<file path="src/rtl/lcpd_pkg.sv">
// lcpd_pkg: shared types and constants for the line centroid PD steering unit.
// No dependencies; imported by line_centroid_pd_steering_unit.
`default_nettype none

package lcpd_pkg;

    // Frame layout and fixed arithmetic widths
    localparam int SENSOR_COUNT    = 8;
    localparam int SAMPLE_BITS_DEF = 10;
    localparam int WEIGHT_STEP     = 1000;      // weight of sensor i is i*1000
    localparam int QUO_BITS        = 13;        // centroid is below 8192
    localparam int ERR_BITS        = 14;
    localparam int DIFF_BITS       = ERR_BITS + 1;
    localparam int ERR_MIN         = -8192;
    localparam int ERR_MAX         = 8191;
    localparam int GAIN_BITS       = 16;
    localparam int GAIN_FRAC_BITS  = 12;        // Q4.12 gains
    localparam int DUTY_BITS       = 10;
    localparam int DUTY_MAX        = 1023;
    localparam int MASK_BITS       = 4;
    localparam int DB_BITS         = 12;
    localparam int CENTER_BITS     = 13;
    localparam int CNT_BITS        = $clog2(QUO_BITS);

    // Configuration port
    localparam int CFG_IDX_BITS  = 3;
    localparam int CFG_DATA_BITS = 16;

    typedef enum logic [CFG_IDX_BITS-1:0] {
        REG_BASE_SPEED    = 3'd0,
        REG_PROP_GAIN     = 3'd1,
        REG_DERIV_GAIN    = 3'd2,
        REG_DEAD_BAND     = 3'd3,
        REG_CENTER_OFFSET = 3'd4
    } t_reg_idx;

    // Register reset values
    localparam logic [DUTY_BITS-1:0]   RST_BASE_SPEED    = 10'd800;
    localparam logic [GAIN_BITS-1:0]   RST_PROP_GAIN     = 16'd819;
    localparam logic [GAIN_BITS-1:0]   RST_DERIV_GAIN    = 16'd188;
    localparam logic [DB_BITS-1:0]     RST_DEAD_BAND     = 12'd500;
    localparam logic [CENTER_BITS-1:0] RST_CENTER_OFFSET = 13'd3500;

    // Pin disable masks per steering zone
    localparam logic [MASK_BITS-1:0] MASK_LEFT  = 4'b0110;
    localparam logic [MASK_BITS-1:0] MASK_RIGHT = 4'b1001;
    localparam logic [MASK_BITS-1:0] MASK_FWD   = 4'b0000;

    // Sequencer states
    typedef enum logic [2:0] {
        ST_IDLE,
        ST_ACC,     // weighted sum, one sensor per cycle
        ST_DIV,     // restoring divide, one quotient bit per cycle
        ST_ERR,     // subtract center offset
        ST_MULP,    // proportional product
        ST_MULD,    // derivative product
        ST_FIN      // truncate, zone select, load output register
    } t_state;

endpackage

`default_nettype wire

</file>
<file path="src/rtl/line_centroid_pd_steering_unit.sv">
// line_centroid_pd_steering_unit: centroid of one sensor frame, PD correction, PWM duties.
// Depends on lcpd_pkg (constants, register indexes, sequencer state type).
//
//  channel | direction | handshake               | payload
//  --------+-----------+-------------------------+-------------------------------------
//  in      | to block  | i_in_valid / o_in_stall | i_sample_0 .. i_sample_7
//  out     | from block| o_out_valid / i_out_stall| duties, pin mask, line error, flag
//  cfg     | to block  | i_cfg_we                | i_cfg_idx, i_cfg_data
//
// A frame runs through 8 multiply-accumulate steps, 13 divide steps, then error,
// two PD products and the final stage; the accumulate steps and both PD products
// share one signed multiplier.
// Reset (synchronous, active low) restores the register defaults and clears
// the previous error. A held result does not block the next input transfer; the final
// stage waits only while the output register is full and the output is stalled.
`default_nettype none

module line_centroid_pd_steering_unit #(
    parameter int SAMPLE_BITS = lcpd_pkg::SAMPLE_BITS_DEF
) (
    input  wire logic                               i_clk,
    input  wire logic                               i_rst_n,
    // input channel
    input  wire logic                               i_in_valid,
    output      logic                               o_in_stall,
    input  wire logic [SAMPLE_BITS-1:0]             i_sample_0,
    input  wire logic [SAMPLE_BITS-1:0]             i_sample_1,
    input  wire logic [SAMPLE_BITS-1:0]             i_sample_2,
    input  wire logic [SAMPLE_BITS-1:0]             i_sample_3,
    input  wire logic [SAMPLE_BITS-1:0]             i_sample_4,
    input  wire logic [SAMPLE_BITS-1:0]             i_sample_5,
    input  wire logic [SAMPLE_BITS-1:0]             i_sample_6,
    input  wire logic [SAMPLE_BITS-1:0]             i_sample_7,
    // output channel
    output      logic                               o_out_valid,
    input  wire logic                               i_out_stall,
    output      logic [lcpd_pkg::DUTY_BITS-1:0]     o_duty_right_fwd,
    output      logic [lcpd_pkg::DUTY_BITS-1:0]     o_duty_right_rev,
    output      logic [lcpd_pkg::DUTY_BITS-1:0]     o_duty_left_fwd,
    output      logic [lcpd_pkg::DUTY_BITS-1:0]     o_duty_left_rev,
    output      logic [lcpd_pkg::MASK_BITS-1:0]     o_pin_off_mask,
    output      logic signed [lcpd_pkg::ERR_BITS-1:0] o_line_error,
    output      logic                               o_no_signal,
    // configuration
    input  wire logic                               i_cfg_we,
    input  wire logic [lcpd_pkg::CFG_IDX_BITS-1:0]  i_cfg_idx,
    input  wire logic [lcpd_pkg::CFG_DATA_BITS-1:0] i_cfg_data
);
    import lcpd_pkg::*;

    localparam int SUM_BITS   = SAMPLE_BITS + $clog2(SENSOR_COUNT);
    localparam int W_BITS     = SUM_BITS + QUO_BITS;     // weighted sum and divisor
    localparam int MUL_A_BITS = GAIN_BITS + 1;
    localparam int MUL_B_BITS = (SAMPLE_BITS + 1 > DIFF_BITS) ? SAMPLE_BITS + 1 : DIFF_BITS;
    localparam int PROD_BITS  = MUL_A_BITS + MUL_B_BITS;
    localparam int TERM_BITS  = PROD_BITS + 1;
    localparam int Q_BITS     = TERM_BITS - GAIN_FRAC_BITS;
    localparam int D_BITS     = Q_BITS + 2;

    // configuration registers
    logic [DUTY_BITS-1:0]   r_base;
    logic [GAIN_BITS-1:0]   r_prop;
    logic [GAIN_BITS-1:0]   r_deriv;
    logic [DB_BITS-1:0]     r_db;
    logic [CENTER_BITS-1:0] r_center;

    // sequencer
    t_state                 r_state, n_state;
    logic [CNT_BITS-1:0]    r_cnt;

    // datapath
    logic [SAMPLE_BITS-1:0] r_samp [SENSOR_COUNT];
    logic [SAMPLE_BITS-1:0] w_in   [SENSOR_COUNT];
    logic [QUO_BITS-1:0]    r_wgt;
    logic [W_BITS-1:0]      r_wsum;
    logic [W_BITS-1:0]      r_dvs;
    logic [QUO_BITS-1:0]    r_quo;
    logic                   r_none;
    logic signed [ERR_BITS-1:0]  r_err;
    logic signed [ERR_BITS-1:0]  r_prev;
    logic signed [TERM_BITS-1:0] r_term;

    // output register
    logic                   r_ovld;
    logic [DUTY_BITS-1:0]   r_d1, r_d2, r_d3, r_d4;
    logic [MASK_BITS-1:0]   r_mask;
    logic signed [ERR_BITS-1:0] r_err_out;
    logic                   r_none_out;

    // control decode
    logic w_accept, w_acc, w_div, w_errc, w_mulp, w_muld, w_fin, w_slot_free;
    logic w_acc_last, w_div_last;

    // combinational datapath
    logic signed [MUL_A_BITS-1:0] w_mul_a;
    logic signed [MUL_B_BITS-1:0] w_mul_b;
    logic signed [PROD_BITS-1:0]  w_prod;
    logic signed [DIFF_BITS-1:0]  w_diff;
    logic [W_BITS-1:0]            w_dvs_next;
    logic                         w_ge;
    logic signed [DIFF_BITS-1:0]  w_cdiff;
    logic signed [ERR_BITS-1:0]   w_err_next;
    logic signed [TERM_BITS-1:0]  w_adj;
    logic signed [Q_BITS-1:0]     w_q;
    logic signed [D_BITS-1:0]     w_qx, w_corr, w_duty_s;
    logic [DUTY_BITS-1:0]         w_duty;
    logic signed [DIFF_BITS-1:0]  w_e15, w_db15;
    logic                         w_left, w_right, w_flip;

    assign w_in[0] = i_sample_0;
    assign w_in[1] = i_sample_1;
    assign w_in[2] = i_sample_2;
    assign w_in[3] = i_sample_3;
    assign w_in[4] = i_sample_4;
    assign w_in[5] = i_sample_5;
    assign w_in[6] = i_sample_6;
    assign w_in[7] = i_sample_7;

    // configuration writes
    always_ff @(posedge i_clk) begin
        if (!i_rst_n) begin
            r_base   <= RST_BASE_SPEED;
            r_prop   <= RST_PROP_GAIN;
            r_deriv  <= RST_DERIV_GAIN;
            r_db     <= RST_DEAD_BAND;
            r_center <= RST_CENTER_OFFSET;
        end else if (i_cfg_we) begin
            case (i_cfg_idx)
                REG_BASE_SPEED:    r_base   <= i_cfg_data[DUTY_BITS-1:0];
                REG_PROP_GAIN:     r_prop   <= i_cfg_data[GAIN_BITS-1:0];
                REG_DERIV_GAIN:    r_deriv  <= i_cfg_data[GAIN_BITS-1:0];
                REG_DEAD_BAND:     r_db     <= i_cfg_data[DB_BITS-1:0];
                REG_CENTER_OFFSET: r_center <= i_cfg_data[CENTER_BITS-1:0];
                default: ;
            endcase
        end
    end

    assign w_slot_free = !r_ovld || !i_out_stall;
    assign w_acc_last  = (r_cnt == CNT_BITS'(SENSOR_COUNT - 1));
    assign w_div_last  = (r_cnt == CNT_BITS'(QUO_BITS - 1));

    // next state
    always_comb begin
        n_state = r_state;
        case (r_state)
            ST_IDLE: if (i_in_valid)   n_state = ST_ACC;
            ST_ACC:  if (w_acc_last)   n_state = ST_DIV;
            ST_DIV:  if (w_div_last)   n_state = ST_ERR;
            ST_ERR:                    n_state = ST_MULP;
            ST_MULP:                   n_state = ST_MULD;
            ST_MULD:                   n_state = ST_FIN;
            ST_FIN:  if (w_slot_free)  n_state = ST_IDLE;
            default:                   n_state = ST_IDLE;
        endcase
    end

    // control outputs
    always_comb begin
        o_in_stall = 1'b1;
        w_accept   = 1'b0;
        w_acc      = 1'b0;
        w_div      = 1'b0;
        w_errc     = 1'b0;
        w_mulp     = 1'b0;
        w_muld     = 1'b0;
        w_fin      = 1'b0;
        case (r_state)
            ST_IDLE: begin
                o_in_stall = 1'b0;
                w_accept   = i_in_valid;
            end
            ST_ACC:  w_acc  = 1'b1;
            ST_DIV:  w_div  = 1'b1;
            ST_ERR:  w_errc = 1'b1;
            ST_MULP: w_mulp = 1'b1;
            ST_MULD: w_muld = 1'b1;
            ST_FIN:  w_fin  = w_slot_free;
            default: ;
        endcase
    end

    // shared multiplier operand select
    assign w_diff = DIFF_BITS'(r_err) - DIFF_BITS'(r_prev);

    always_comb begin
        w_mul_a = MUL_A_BITS'(r_wgt);
        w_mul_b = MUL_B_BITS'(r_samp[0]);
        case (r_state)
            ST_MULP: begin
                w_mul_a = MUL_A_BITS'(r_prop);
                w_mul_b = MUL_B_BITS'(r_err);
            end
            ST_MULD: begin
                w_mul_a = MUL_A_BITS'(r_deriv);
                w_mul_b = MUL_B_BITS'(w_diff);
            end
            default: ;
        endcase
    end

    assign w_prod = w_mul_a * w_mul_b;

    // divide step: compare and subtract the aligned divisor
    assign w_dvs_next = r_dvs + (W_BITS'(r_samp[0]) << (QUO_BITS - 1));
    assign w_ge       = (r_wsum >= r_dvs);

    // line error from quotient, clamped to the error range
    always_comb begin
        w_cdiff = DIFF_BITS'(r_quo) - DIFF_BITS'(r_center);
        if (r_none) begin
            w_err_next = '0;
        end else if (w_cdiff < ERR_MIN) begin
            w_err_next = ERR_BITS'(ERR_MIN);
        end else if (w_cdiff > ERR_MAX) begin
            w_err_next = ERR_BITS'(ERR_MAX);
        end else begin
            w_err_next = w_cdiff[ERR_BITS-1:0];
        end
    end

    // PD term truncated toward zero, zone select and duty saturation
    assign w_adj  = r_term + (r_term[TERM_BITS-1] ?
                              TERM_BITS'((1 << GAIN_FRAC_BITS) - 1) : TERM_BITS'(0));
    assign w_q    = w_adj[TERM_BITS-1:GAIN_FRAC_BITS];
    assign w_qx   = D_BITS'(w_q);
    assign w_e15  = DIFF_BITS'(r_err);
    assign w_db15 = DIFF_BITS'(r_db);
    assign w_left  = (w_e15 < -w_db15);
    assign w_right = (w_e15 > w_db15);
    assign w_flip  = w_left || (!w_right && r_err[ERR_BITS-1]);
    assign w_corr  = w_flip ? -w_qx : w_qx;
    assign w_duty_s = w_corr + D_BITS'(r_base);

    always_comb begin
        if (w_duty_s < 0) begin
            w_duty = '0;
        end else if (w_duty_s > DUTY_MAX) begin
            w_duty = DUTY_BITS'(DUTY_MAX);
        end else begin
            w_duty = w_duty_s[DUTY_BITS-1:0];
        end
    end

    // control state
    always_ff @(posedge i_clk) begin
        if (!i_rst_n) begin
            r_state <= ST_IDLE;
            r_cnt   <= '0;
            r_prev  <= '0;
            r_ovld  <= 1'b0;
        end else begin
            r_state <= n_state;
            if (w_accept || (w_acc && w_acc_last)) begin
                r_cnt <= '0;
            end else if (w_acc || w_div) begin
                r_cnt <= r_cnt + 1'b1;
            end
            if (w_fin) begin
                r_prev <= r_err;
                r_ovld <= 1'b1;
            end else if (!i_out_stall) begin
                r_ovld <= 1'b0;
            end
        end
    end

    // datapath registers
    always_ff @(posedge i_clk) begin
        if (w_accept) begin
            for (int i = 0; i < SENSOR_COUNT; i++) begin
                r_samp[i] <= w_in[i];
            end
            r_wgt  <= '0;
            r_wsum <= '0;
            r_dvs  <= '0;
        end
        // multiply-accumulate one sensor, sample line shifts down
        if (w_acc) begin
            for (int i = 0; i < SENSOR_COUNT - 1; i++) begin
                r_samp[i] <= r_samp[i+1];
            end
            r_wgt  <= r_wgt + QUO_BITS'(WEIGHT_STEP);
            r_wsum <= r_wsum + w_prod[W_BITS-1:0];
            r_dvs  <= w_dvs_next;
            if (w_acc_last) begin
                r_none <= (w_dvs_next == '0);
            end
        end
        // restoring divide, remainder kept in r_wsum
        if (w_div) begin
            if (w_ge) begin
                r_wsum <= r_wsum - r_dvs;
            end
            r_dvs <= r_dvs >> 1;
            r_quo <= {r_quo[QUO_BITS-2:0], w_ge};
        end
        if (w_errc) begin
            r_err <= w_err_next;
        end
        if (w_mulp) begin
            r_term <= TERM_BITS'(w_prod);
        end
        if (w_muld) begin
            r_term <= r_term + TERM_BITS'(w_prod);
        end
        // result register
        if (w_fin) begin
            r_err_out  <= r_err;
            r_none_out <= r_none;
            if (w_left) begin
                r_d1   <= w_duty;
                r_d2   <= '0;
                r_d3   <= '0;
                r_d4   <= w_duty;
                r_mask <= MASK_LEFT;
            end else if (w_right) begin
                r_d1   <= '0;
                r_d2   <= w_duty;
                r_d3   <= w_duty;
                r_d4   <= '0;
                r_mask <= MASK_RIGHT;
            end else begin
                r_d1   <= w_duty;
                r_d2   <= '0;
                r_d3   <= w_duty;
                r_d4   <= '0;
                r_mask <= MASK_FWD;
            end
        end
    end

    assign o_out_valid      = r_ovld;
    assign o_duty_right_fwd = r_d1;
    assign o_duty_right_rev = r_d2;
    assign o_duty_left_fwd  = r_d3;
    assign o_duty_left_rev  = r_d4;
    assign o_pin_off_mask   = r_mask;
    assign o_line_error     = r_err_out;
    assign o_no_signal      = r_none_out;

endmodule

`default_nettype wire
</file>
<file path="config.mk">
export PLATFORM = sky130hd
export DESIGN_NAME = line_centroid_pd_steering_unit
export DESIGN_NICKNAME = d
export VERILOG_FILES = /design/src/rtl/lcpd_pkg.sv /design/src/rtl/line_centroid_pd_steering_unit.sv
export SDC_FILE = /design/constraint.sdc
export NUM_CORES = 2
export LEC_CHECK = 0
export BUFFER_PORTS_ARGS = -buffer_cell sky130_fd_sc_hd__buf_2
export CORE_MARGIN = 2
export CORE_UTILIZATION = 37
export CTS_BUF_LIST = sky130_fd_sc_hd__clkbuf_4
export DETAILED_ROUTE_END_ITERATION = 8
export GPL_ROUTABILITY_DRIVEN = 0
export PLACE_DENSITY = 0.6
export SLEW_MARGIN = 15
export SYNTH_ARGS = -nofsm -noshare
export SYNTH_HDL_FRONTEND = slang
export SYNTH_SLANG_ARGS = --single-unit
export TNS_END_PERCENT = 30
</file>
<file path="constraint.sdc">
create_clock -name i_clk -period 14.1 [get_ports i_clk]
set_input_delay 4.23 -clock i_clk [delete_from_list [all_inputs] [get_ports i_clk]]
set_output_delay 4.23 -clock i_clk [all_outputs]
set_load 0.05 [all_outputs]
</file>
Word level (Yosys, flattened, before mapping)
Memories as Yosys holds them, arrays and structs flattened. Index checks and enable logic that the tools add are counted.

Bits in registers: 274. Memory bits (writable): 80. Input port bits: 104. Output and inout bits: 61. Word-level logic and storage cells: 145. Memories: 1.

Memories: r_samp (words 8, width 10, rd ports 8, clocked after memory_dff 0, wr ports 8, RTL line line_centroid_pd_steering_unit.sv:72) `logic [SAMPLE_BITS-1:0] r_samp [SENSOR_COUNT];`.

$add $sub $neg: 12. $mul: 1. Order comparisons: 7. Eq/ne operators: 17. Mux-type cells: 48. Bitwise operators: 9. Reduce and logical (&&, ||, !) cells: 25.

Operator list (number): $mux W26 (6); $mux W10 (11); $mux W33 (2); $add A33 B13 Y33 (1); $add A33 B32 Y33 (1); $mul A17 B15 Y32 (1); $pmux W16 S2 (1); $pmux W15 S2 (1); $mux W14 (2); $add A26 B22 Y26 (1); $add A26 B26 Y26 (1); $ge A26 B26 Y1 (1); $logic_not A26 Y1 (1); $mux W13 (2); $sub A26 B26 Y26 (1); $mux W25 (1); $add A23 B10 Y23 (1); $gt A23 B11 Y1 const B (1); $lt A23 B1 Y1 const B (1); $mux W23 (1); $neg A21 Y23 (1); $pmux W3 S7 (1); $lt A14 B15 Y1 (1); $neg A12 Y15 (1); other kinds (29) (77).

Logic depth before layout (Yosys ltp)
Depth in word-level cells: 11. Depth in mapped cells: 48. Gate-level depth less buffers: 48.

Least setup slack after synthesis
OpenSTA, ideal clock, no wires.

Path kind: reg-to-reg. From: register r_err[1]. To: register r_term[32], data pin. Library setup time: 0.263 ns. Arrival: 9.994 ns. Data required time: 13.837 ns. Slack: 3.842 ns. Stages on the path, launching flop included: 44. Path through: edfxtp_1 ha_1 nor2b_1 o21ai_0 a21boi_0 o21ai_0 a21boi_0 o21ai_0 a21boi_0 o21ai_0 nand2b_1 a21oi_1 o21bai_1 a21oi_1 mux2i_1 clkbuf_1 o21ai_0 fa_1 (+8 left out) ha_1 and4_1 nand2_1 o21ai_0 a31oi_1 o211ai_1 a31oi_1 o21ai_0 a2111o_1 nand3_1 xnor2_1 ha_1 or3_1 or3_1 a31o_2 xnor2_1 nor2_1 xnor2_1.

Cells in the longest elaborated chain, start to end: 5. Elaborated cells between the ends (all ways): 6. Those cells by class: add/sub (2); mul (1); mux (3).

Ends and longest elaborated chain: start: declaration (RTL line line_centroid_pd_steering_unit.sv:79) `logic signed [ERR_BITS-1:0] r_err;`; start signal: assignment (RTL line line_centroid_pd_steering_unit.sv:299) `r_err <= w_err_next;`; $sub A14 B14 Y15 (RTL line line_centroid_pd_steering_unit.sv:184) `assign w_diff = DIFF_BITS'(r_err) - DIFF_BITS'(r_prev);`; $pmux W15 S2 (*) (RTL line line_centroid_pd_steering_unit.sv:189) `case (r_state)`; $mul A17 B15 Y32 (*) (RTL line line_centroid_pd_steering_unit.sv:202) `assign w_prod = w_mul_a * w_mul_b;`; $add A33 B32 Y33 or $mux W33 (tied branches) (RTL line line_centroid_pd_steering_unit.sv:305, line_centroid_pd_steering_unit.sv:301); $mux W33 (*) (RTL line line_centroid_pd_steering_unit.sv:304) `if (w_muld) begin`; end signal: assignment (RTL line line_centroid_pd_steering_unit.sv:302) `r_term <= TERM_BITS'(w_prod);`; end signal: assignment (RTL line line_centroid_pd_steering_unit.sv:305) `r_term <= r_term + TERM_BITS'(w_prod);`; end: declaration (RTL line line_centroid_pd_steering_unit.sv:81) `logic signed [TERM_BITS-1:0] r_term;`.

Mark *: on every way between the ends. The rest lies on a longest branch, timed or not. The select of a mux whose other input is x is not followed. A chain may end at the register's enable or synchronous reset.

Worst setup path in the final report
From: register r_err[0]. To: register r_term[32], data pin.

Same word-level chain as after synthesis.

==> impl_metrics.yaml <==
logic_synthesis:
  async_reset_ff_share_pct: 0
  syn_area_mm2: 0.0301
  ys_seq_area_share_pct: 31.0
  yosysWarnings: 0
  ys_ff_latch: 349
  postSynthCellCount: 3383
  synthFlopType: "edfxtp_1"
  synth_edf_count: 233
  yosysUniqueCellTypes: 81
  syn_avg_cell_area_um2: 8.88
  syn-num-nets: 3962
final_layout:
  layout_common_cells: "668 x nand2_1, 339 x inv_1, 287 x ha_1"
  design_area_mm2: 0.0334
  layout_commonest_cell: "nand2_1"
  fillers: 8058
  layout.nets: 4142
  utilization_pct: 41.5
  fin_cells: 4702
  syn_to_final_growth_pct: 11.0
  multi_input_area_mm2: 0.0190
  seq_area_mm2: 0.00932
  drive_gt1_share_pct: 11.2
routing:
  wl_mm: 85.9
  vias: 24400
  drc: 0
  drtIter0Drc: 1484
  dr.pass1.iters: 6
  ant_nets: 0
  avgRoutedWirePerCell_um: 18.3
  vias_per_cell: 5.18
worst_setup_path:
  r2r-end: "r_term[32]$_DFFE_PN_"
  critPathSlowestCell: "a2111oi_0"
  path_buf_inv: 7
  start_kind: "register"
  worst_r2r_path_depth: 46
  r2r-start: "r_err[0]$_SDFFCE_PP0P_"
  cpMostUsedCell: "fa_1"
  path_class: "reg2reg"
  crit_fanout: 11
  crit_arrival_ps: 11720
  critPathRequiredTime_ps: 14700
  max_stage_delay_ps: 660
  crit_path_end_kind: "register"
  r2r_slack_ps: 2970
  cp_top_family: "adder cells"
status:
  status: "finished clean"
hold_path:
  min_from: "r_quo[3]$_DFFE_PP_"
  whs_path_depth: 0
  hp-class: "reg2reg"
  holdPathEnd: "r_quo[4]$_DFFE_PP_"
placement:
  dpl.hpwl_mm: 66.3
  dp_cells: 4525
  postPlaceCellArea_mm2: 0.0320
  portBuffers: 164
timing:
  slew_headroom_pct: 30.2
  skew_ps: 63.5
  max_clock_freq_ghz: 0.0899
  period_needed_ps: 11130
  grt_setup_unrepaired: "false"
  period_share_pct: 78.9
  final_hold_viol_count: 0
  slew_violations: 0
  setup_viol: 0
  fin_setup_tns_ps: 0
  worstMarginPinSlew_ps: 1020
die:
  die_w_um: 289
  core_area_mm2: 0.0804
  fp.dieH_um: 289
  die_area_mm2: 0.0835
  io_pins: 165
  placementRows: 104
  initial_utilization_pct: 37.4
clocking:
  cts_sinks: 349
  post_cts_buffers: 0
  path_clk_slew_ps: 80
  cts_buffers: 96
  htree_levels: 3
  cts_root_buf: "clkbuf_4"
  cts_tree: "done"
  cts.repair.resized: 0
  clk_path_buf_depth: 3
  hold_buffers: 0
  clock_latency_ps: 880
global_route:
  overflow: 0
  first_global_vias: 24300
  grt_pass1_wl_mm: 135
  antenna_found_initial: 3
  grt_max_degree: 79
  track_usage_pct: 20.7
job:
  max-cap-violations: 0
==> per-stage QoR <==
step | hold slack, ps | worst slack [ps]
final | 451 | 2970
after global routing | 468 | 2010
after CTS | 443 | 2950
after detailed placement | 440 | 3010
after global placement | 434 | 3150
after floorplan | 426 | 3840
==> state kept, by name, indices dropped and copies added, names as in the netlist, 12 cells and up <==
signal        cells
o_line_error     14
r_center         13
r_wsum           26
r_dvs            26
r_samp           80
r_quo            13
r_deriv          16
r_prop           16
r_prev           14
r_db             12
r_term           33
r_err            14
==> per-layer routing <==
layer | global-route usage (%) | up-vias | wire, um
met1 | 26.6 | 11600 | 37100
met2 | 34.4 | 698 | 40000
met4 | 7.36 | 2 | 2690
met3 | 4.52 | 153 | 6090
met5 | 0 | - | 13
li1 | - | 11900 | -
==> layout make-up <==
class / count / share of cell area (%)
Multi-Input combinational cell: 2566 / 56.9
Timing Repair Buffer: 206 / 3.40
Clock buffer: 143 / 3.22
Sequential cell: 349 / 27.9
Clock inverter: 32 / 0.705
Inverter: 344 / 3.87
Antenna cell: 2 / 0.0150
Tap cell: 1060 / 3.97
==> Yosys cell counts, drive strengths merged, types with 10 or more instances <==
master | count | area [um2]
o31ai | 15 | 126
o21ai | 154 | 774
buf | 29 | 153
fa | 188 | 3760
clkbuf | 95 | 357
o211ai | 21 | 163
nor4 | 19 | 125
nor2b | 27 | 169
dfxtp | 116 | 2320
nor3b | 10 | 75.1
a22o | 14 | 123
a21o | 49 | 368
o21a | 69 | 518
nor3 | 43 | 215
mux2i | 27 | 270
inv | 343 | 1290
nand4 | 23 | 144
xor2 | 59 | 517
edfxtp | 233 | 7000
nand2 | 669 | 2510
a31oi | 14 | 93.8
or2 | 10 | 62.6
nand2b | 21 | 131
xnor2 | 122 | 1080
a22oi | 18 | 135
and2 | 35 | 219
and3 | 21 | 131
a21oi | 193 | 970
nand3 | 60 | 300
or3 | 21 | 131
o21bai | 31 | 233
a211oi | 15 | 113
ha | 287 | 3590
nor2 | 210 | 788
a21boi | 30 | 229
==> logic make-up after synthesis <==
kind of cell | after synthesis | share of synthesized area, %
adders and majority gates | 475 | 24.5
AOI/OAI and AO/OA | 680 | 14.6
DFF | 349 | 31.0
xor gates and xnor gates | 181 | 5.30
muxes | 36 | 1.24
buffers and inverters | 468 | 5.99
and+or+nand+nor | 1194 | 17.4
==> worst max-delay path by stage <==
stage | startpoint | endpoint | slack, ps | cells after the start
6_report | r_err[0]$_SDFFCE_PP0P_ | r_term[32]$_DFFE_PN_ | 2970 | 46
5_1_grt | r_err[0]$_SDFFCE_PP0P_ | r_term[32]$_DFFE_PN_ | 2010 | 46
4_1_cts | r_err[0]$_SDFFCE_PP0P_ | r_term[32]$_DFFE_PN_ | 2950 | 46
3_5_place_dp | r_err[0]$_SDFFCE_PP0P_ | r_term[32]$_DFFE_PN_ | 3010 | 46
3_3_place_gp | r_err[0]$_SDFFCE_PP0P_ | r_term[32]$_DFFE_PN_ | 3150 | 44
2_1_floorplan | r_err[1]$_SDFFCE_PP0P_ | r_term[32]$_DFFE_PN_ | 3840 | 43
Power is not shown: default switching activity piles up to over one toggle a cycle in this logic, so the estimate is an artifact.
